**config.mk**
```make
export PLATFORM = sky130hd
export DESIGN_NAME = mie_ctrl
export DESIGN_NICKNAME = d
export VERILOG_FILES = /design/src/rtl/mie_pkg.sv /design/src/rtl/mie_ctrl.sv
export SDC_FILE = /design/constraint.sdc
export NUM_CORES = 1
export LEC_CHECK = 0
export ABC_CLOCK_PERIOD_IN_PS = 3600
export BUFFER_PORTS_ARGS = -buffer_cell sky130_fd_sc_hd__clkbuf_2
export CORE_MARGIN = 10
export CORE_UTILIZATION = 35
export CTS_BUF_LIST = sky130_fd_sc_hd__clkbuf_16
export DETAILED_ROUTE_END_ITERATION = 16
export PLACE_DENSITY = 0.65
export SYNTH_ARGS = -nofsm -noshare
export SYNTH_HDL_FRONTEND = slang
export SYNTH_SLANG_ARGS = --single-unit
```
**constraint.sdc**
```tcl
create_clock -name clk_i -period 3.6 [get_ports clk_i]
set_input_delay 0.72 -clock clk_i [delete_from_list [all_inputs] [get_ports clk_i]]
set_output_delay 0.72 -clock clk_i [all_outputs]
set_load 0.02 [all_outputs]
```
**src/rtl/mie_pkg.sv**
```systemverilog
package mie_pkg;

  localparam int unsigned MEM_WORDS_DEF = 4096;
  localparam int unsigned GPR_DEPTH     = 32;
  localparam int unsigned DIV_STEPS     = 32;

  localparam logic [31:0] TEXT_BASE_RST = 32'd0;
  localparam logic [31:0] DATA_BASE_RST = 32'd8192;
  localparam logic [31:0] STACK_TOP_RST = 32'd16380;
  localparam logic [31:0] END_PC        = 32'h0000_FFFF;

  localparam logic [1:0] CFG_TEXT_BASE = 2'd0;
  localparam logic [1:0] CFG_DATA_BASE = 2'd1;
  localparam logic [1:0] CFG_STACK_TOP = 2'd2;

  localparam logic [2:0] FLT_NONE     = 3'd0;
  localparam logic [2:0] FLT_ALIGN    = 3'd1;
  localparam logic [2:0] FLT_OVERFLOW = 3'd2;
  localparam logic [2:0] FLT_DIVZERO  = 3'd3;
  localparam logic [2:0] FLT_UNKNOWN  = 3'd4;
  localparam logic [2:0] FLT_BOUNDS   = 3'd5;

  localparam logic [5:0] OP_SPECIAL = 6'd0;
  localparam logic [5:0] OP_REGIMM  = 6'd1;
  localparam logic [5:0] OP_J       = 6'd2;
  localparam logic [5:0] OP_JAL     = 6'd3;
  localparam logic [5:0] OP_BEQ     = 6'd4;
  localparam logic [5:0] OP_BNE     = 6'd5;
  localparam logic [5:0] OP_BLEZ    = 6'd6;
  localparam logic [5:0] OP_BGTZ    = 6'd7;
  localparam logic [5:0] OP_ADDI    = 6'd8;
  localparam logic [5:0] OP_ADDIU   = 6'd9;
  localparam logic [5:0] OP_SLTI    = 6'd10;
  localparam logic [5:0] OP_SLTIU   = 6'd11;
  localparam logic [5:0] OP_ANDI    = 6'd12;
  localparam logic [5:0] OP_ORI     = 6'd13;
  localparam logic [5:0] OP_XORI    = 6'd14;
  localparam logic [5:0] OP_LUI     = 6'd15;
  localparam logic [5:0] OP_LB      = 6'd32;
  localparam logic [5:0] OP_LH      = 6'd33;
  localparam logic [5:0] OP_LW      = 6'd35;
  localparam logic [5:0] OP_LBU     = 6'd36;
  localparam logic [5:0] OP_LHU     = 6'd37;
  localparam logic [5:0] OP_SB      = 6'd40;
  localparam logic [5:0] OP_SH      = 6'd41;
  localparam logic [5:0] OP_SW      = 6'd43;

  localparam logic [5:0] FN_SLL     = 6'd0;
  localparam logic [5:0] FN_SRL     = 6'd2;
  localparam logic [5:0] FN_SRA     = 6'd3;
  localparam logic [5:0] FN_SLLV    = 6'd4;
  localparam logic [5:0] FN_SRLV    = 6'd6;
  localparam logic [5:0] FN_SRAV    = 6'd7;
  localparam logic [5:0] FN_JR      = 6'd8;
  localparam logic [5:0] FN_JALR    = 6'd9;
  localparam logic [5:0] FN_SYSCALL = 6'd12;
  localparam logic [5:0] FN_MFHI    = 6'd16;
  localparam logic [5:0] FN_MTHI    = 6'd17;
  localparam logic [5:0] FN_MFLO    = 6'd18;
  localparam logic [5:0] FN_MTLO    = 6'd19;
  localparam logic [5:0] FN_MULT    = 6'd24;
  localparam logic [5:0] FN_MULTU   = 6'd25;
  localparam logic [5:0] FN_DIV     = 6'd26;
  localparam logic [5:0] FN_DIVU    = 6'd27;
  localparam logic [5:0] FN_ADD     = 6'd32;
  localparam logic [5:0] FN_ADDU    = 6'd33;
  localparam logic [5:0] FN_SUB     = 6'd34;
  localparam logic [5:0] FN_SUBU    = 6'd35;
  localparam logic [5:0] FN_AND     = 6'd36;
  localparam logic [5:0] FN_OR      = 6'd37;
  localparam logic [5:0] FN_XOR     = 6'd38;
  localparam logic [5:0] FN_NOR     = 6'd39;
  localparam logic [5:0] FN_SLT     = 6'd42;
  localparam logic [5:0] FN_SLTU    = 6'd43;

  localparam logic [31:0] SYS_SBRK  = 32'd9;
  localparam logic [31:0] SYS_EXIT  = 32'd10;
  localparam logic [31:0] SYS_EXIT2 = 32'd17;

  localparam logic [4:0] REG_ZERO = 5'd0;
  localparam logic [4:0] REG_V0   = 5'd2;
  localparam logic [4:0] REG_A0   = 5'd4;
  localparam logic [4:0] REG_K0   = 5'd26;
  localparam logic [4:0] REG_SP   = 5'd29;
  localparam logic [4:0] REG_RA   = 5'd31;

  typedef enum logic [3:0] {
    ST_CLEAR, ST_IDLE, ST_EXEC, ST_MEM, ST_MUL, ST_DIV, ST_SYS_READ, ST_SYS_EXEC, ST_SYS_K0
  } state_e;

  typedef enum logic [2:0] {
    PH_EXEC, PH_MEM, PH_MUL, PH_DIV, PH_SYS, PH_SYS_K0
  } phase_e;

  typedef enum logic [1:0] {RD_INSTR, RD_SYS, RD_K0} rd_sel_e;

  typedef enum logic [2:0] {CL_SIMPLE, CL_MEM, CL_MUL, CL_DIV, CL_SYS} cls_e;

  typedef struct packed {
    phase_e  phase;
    logic    commit;
    logic    accept;
    rd_sel_e rd_sel;
    logic    rf_re;
    logic    mem_re;
    logic    mul_load;
    logic    div_start;
    logic    div_step;
    logic    code_ld;
    logic    clr_en;
  } cmd_t;

  typedef struct packed {
    cls_e cls;
    logic div_done;
    logic is_sbrk;
    logic clr_done;
  } status_t;

  function automatic logic [31:0] gpr_reset_val(input logic [4:0] idx);
    logic [31:0] v;
    case (idx)
      REG_SP:  v = STACK_TOP_RST;
      REG_RA:  v = END_PC;
      default: v = 32'd0;
    endcase
    return v;
  endfunction

endpackage

```
**src/rtl/mie_ctrl.sv**
```systemverilog
module mie_ctrl
  import mie_pkg::*;
(
  input  logic    clk_i,
  input  logic    rst_ni,
  input  logic    in_valid_i,
  output logic    in_ready_o,
  output logic    out_valid_o,
  input  logic    out_ready_i,
  input  status_t status_i,
  output cmd_t    cmd_o
);

  state_e state_q, state_d;
  logic   out_valid_q, out_valid_d;
  logic   slot_free;

  assign slot_free = !out_valid_q || out_ready_i;

  always_comb begin
    state_d = state_q;
    case (state_q)
      ST_CLEAR: begin
        if (status_i.clr_done) state_d = ST_IDLE;
      end
      ST_IDLE: begin
        if (in_valid_i) state_d = ST_EXEC;
      end
      ST_EXEC: begin
        case (status_i.cls)
          CL_MEM:  state_d = ST_MEM;
          CL_MUL:  state_d = ST_MUL;
          CL_DIV:  state_d = ST_DIV;
          CL_SYS:  state_d = ST_SYS_READ;
          default: if (slot_free) state_d = ST_IDLE;
        endcase
      end
      ST_MEM, ST_MUL: begin
        if (slot_free) state_d = ST_IDLE;
      end
      ST_DIV: begin
        if (status_i.div_done && slot_free) state_d = ST_IDLE;
      end
      ST_SYS_READ: state_d = ST_SYS_EXEC;
      ST_SYS_EXEC: begin
        if (slot_free) state_d = status_i.is_sbrk ? ST_SYS_K0 : ST_IDLE;
      end
      ST_SYS_K0: state_d = ST_IDLE;
      default:   state_d = ST_IDLE;
    endcase
  end

  always_comb begin
    cmd_o      = '0;
    cmd_o.phase  = PH_EXEC;
    cmd_o.rd_sel = RD_INSTR;
    in_ready_o = 1'b0;
    case (state_q)
      ST_CLEAR: cmd_o.clr_en = 1'b1;
      ST_IDLE: begin
        in_ready_o   = 1'b1;
        cmd_o.accept = in_valid_i;
        cmd_o.rf_re  = in_valid_i;
      end
      ST_EXEC: begin
        case (status_i.cls)
          CL_MEM:  cmd_o.mem_re = 1'b1;
          CL_MUL:  cmd_o.mul_load = 1'b1;
          CL_DIV:  cmd_o.div_start = 1'b1;
          CL_SYS: begin
            cmd_o.rd_sel = RD_SYS;
            cmd_o.rf_re  = 1'b1;
          end
          default: cmd_o.commit = slot_free;
        endcase
      end
      ST_MEM: begin
        cmd_o.phase  = PH_MEM;
        cmd_o.commit = slot_free;
      end
      ST_MUL: begin
        cmd_o.phase  = PH_MUL;
        cmd_o.commit = slot_free;
      end
      ST_DIV: begin
        cmd_o.phase    = PH_DIV;
        cmd_o.div_step = !status_i.div_done;
        cmd_o.commit   = status_i.div_done && slot_free;
      end
      ST_SYS_READ: begin
        cmd_o.phase   = PH_SYS;
        cmd_o.code_ld = 1'b1;
        cmd_o.rd_sel  = RD_K0;
        cmd_o.rf_re   = 1'b1;
      end
      ST_SYS_EXEC: begin
        cmd_o.phase  = PH_SYS;
        cmd_o.commit = slot_free;
      end
      ST_SYS_K0: begin
        cmd_o.phase  = PH_SYS_K0;
        cmd_o.commit = 1'b1;
      end
      default: cmd_o.phase = PH_EXEC;
    endcase
  end

  always_comb begin
    out_valid_d = out_valid_q;
    if (out_ready_i) out_valid_d = 1'b0;
    if (cmd_o.commit && cmd_o.phase != PH_SYS_K0) out_valid_d = 1'b1;
  end

  always_ff @(posedge clk_i or negedge rst_ni) begin
    if (!rst_ni) begin
      state_q     <= ST_CLEAR;
      out_valid_q <= 1'b0;
    end else begin
      state_q     <= state_d;
      out_valid_q <= out_valid_d;
    end
  end

  assign out_valid_o = out_valid_q;

endmodule

```
==> run_results.csv <==
group,metric,value,unit
run_status,outcome,"completed",
routing,drt_iter0_markers,10,
global_route,grt_antenna_before_repair,0,
yosys,synth_edf_count,0,
power,p_leak,0.3616,nW
timing,hold_slack,0.2995,ns
power,p_clk_share,34.8,%
global_route,grt_overflow_total,0,
routing,via_per_inst,5.649,
power,power.total,0.0005287,W
critical_path,end_kind,"primary output",
global_route,grt_pass1_wl,2842,um
power,p_comb_share,45.3,%
global_route,grt_max_degree,17,
layout,final_common_cell,"clkbuf_2",
routing,routed-via-count,644,
critical_path,cpMostUsedCell,"clkbuf_2",
timing,final_min_period_over_clock_period,73.62,%
critical_path,cp-start-kind,"primary input",
critical_path,r2r_end,"state_q[0]$_DFFE_PN0P_",
timing,final-hold-violation-count,0,
layout,finalNetCount,109,
critical_path,path_buf_inv,2,
floorplanning,io_pins,26,
clock_tree,cts_root_buf,"clkbuf_16",
yosys,syn_nets,84,
power,power_density,712.6,nW/um^2
floorplanning,die_w,59.62,um
timing,setup-violations-final,0,
clock_tree,clockBufferDepth,2,
power,switching_power,0.0002142,W
critical_path,r2r_setup_slack,1.86,ns
routing,wl_per_cell,14.81,um
routing,ant_nets,0,
clock_tree,clock-sinks,5,
clock_tree,clk_latency,0.23,ns
place,gp_congestion,0.8179,
power,irDropWorstVdd,0.3865,mV
layout,multi_input_area,377.9,sq um
power,p_int,0.0003145,W
timing,slew_headroom,70.14,%
timing,period_needed,2.650,ns
yosys,ys_warn_count,0,
clock_tree,holdBufCountCts,0,
critical_path,cp_max_fo,8,
critical_path,critPathKind,"in2out",
floorplanning,coreArea,1489,sq um
yosys,ys_types,33,
timing,rsz0062_at_grt,"false",
critical_path,arrival,1.93,ns
place,dp_cells,110,
yosys,async_flop_share,100.0,%
layout,final_area,742.0,sq um
power,p_sw_share,40.51,%
yosys,syn_area_per_cell,7.423,sq um
timing,drv_slew,0,
critical_path,slowest_delay,0.39,ns
critical_path,r2r_start,"state_q[2]$_DFFE_PN0P_",
critical_path,crit_required,2.88,ns
layout,area_growth,35.08,%
clock_tree,post-cts-setup-buffer-count,0,
place,port_buffers,25,
critical_path,crit_slowest_cell,"or3_1",
clock_tree,cts_buffers,3,
floorplanning,die-area,3554,sq um
layout,final_cells,114,
routing,dr.pass1.iters,4,
routing,wl,1688,um
place,placed_cell_area,663.1,sq um
clock_tree,clk_pin_slew,0.04,ns
routing,drc,0,
layout,final_cell_mix,"25 x clkbuf_2, 8 x nor2_1, 6 x nand2b_1, 6 x nand2_1",
timing,tightest_slew,0.4478,ns
floorplanning,start_util,36.89,%
timing,max_freq,377.3,MHz
clock_tree,h-tree-depth,1,
floorplanning,rows,14,
yosys,yosysSeqAreaShare,22.78,%
floorplanning,dieHeight,59.62,um
critical_path,critical_path.top_delay_family,"simple AND/OR/NAND/NOR gates",
place,hpwl,1304,um
hold_path,hp-class,"in2async",
power,seqPwrFrac,19.9,%
clock_tree,cts_resized,0,
layout,regArea,125.1,sq um
clock_tree,cts_tree,"done",
global_route,track_usage,10.38,%
yosys,ys_seq_elements,5,
layout,fill_cells,148,
critical_path,cp_cell_sequence,"clkbuf_2, or3_1, a311oi_2, nor3_1, o21ai_1, clkbuf_2",
yosys,syn_inst,74,
job,drv_cap,0,
timing,setup_tns,0,ns
layout,antenna_cells,0,
global_route,grt_pass1_vias,672,
layout,post_route_cells_drive_above_1_share,30.61,%
critical_path,reg2regPathDepth,4,
yosys,synth_area,549.3,sq um
timing,clock_skew,0.004184,ns
yosys,synth-main-ff-cell,"dfrtp_1",
-- per-layer routing --
metal / up-vias / GRT usage [%] / routed length (um)
met5: - / 0 / 0
met4: 0 / 8.654 / 57
met3: 6 / 3.219 / 174
met2: 34 / 17.09 / 811
met1: 285 / 10.41 / 644
li1: 319 / - / -
-- state kept, by name, summed over array words and instances (netlist names) --
register and cells:
out_valid_o 1, state_q 4
-- logic make-up after synthesis --
kind of cell,synth area share [%]
AOI/OAI and AO/OA,24.14
and+or+nand+nor,43.05
xor gates and xnor gates,1.595
buffers and inverters,8.427
DFF,22.78
-- how the worst max path moves through the flow --
stage,startpoint,end,slack (ns),cells past startpoint
6_report,status_i[3],cmd_o[10],0.95,6
5_1_grt,state_q[1]$_DFFE_PN0P_,cmd_o[5],0.73,3
4_1_cts,status_i[3],cmd_o[10],0.94,6
3_5_place_dp,status_i[3],cmd_o[10],0.94,6
3_3_place_gp,status_i[3],cmd_o[10],0.96,6
2_1_floorplan,state_q[2]$_DFFE_PN0P_,cmd_o[5],1.07,3
-- synth_stat cells, types with 2 or more instances --
cell,n,share of area [%]
a211oi_1,2,2.7
a21boi_0,2,2.7
and3_1,2,2.3
clkbuf_1,2,1.4
dfrtp_1,5,23
inv_1,4,2.7
nand2_1,6,4.1
nand2b_1,6,6.8
nand3b_1,4,5.5
nor2_1,8,5.5
nor2b_1,2,2.3
nor3_1,5,4.6
o21ai_0,3,2.7
o32ai_1,2,3.2
or3_1,3,3.4
-- metrics by stage --
step / util, % / setup WS, ns
after floorplan: - / 1.065
after global placement: 44.54 / 0.9627
after detailed placement: 44.54 / 0.9435
after CTS: 49.83 / 0.9437
after global routing: 49.83 / 0.7335
final: 49.83 / 0.9498
-- power by group through the flow --
stage	Sequential [W]	Combinational [W]	Clock, W
3_3_place_gp	0.000106	0.000241	0
3_5_place_dp	0.000105	0.000240	0
5_1_grt	0.000112	0.000268	0.000189
2_1_floorplan	0.0000856	0.000201	0
6_report	0.000105	0.000239	0.000184
4_1_cts	0.000105	0.000243	0.000188
-- cell type report --
class                      count  share of cell area (%)
multi-input combinational     60                   50.93
sequential                     5                   16.86
timing repair buffer          25                   16.86
clock buffer                   3                   10.12
tap                           16                   2.698
inverter                       4                   2.024
clock inverter                 1                  0.5059
Power figures use the tool's default switching activity.
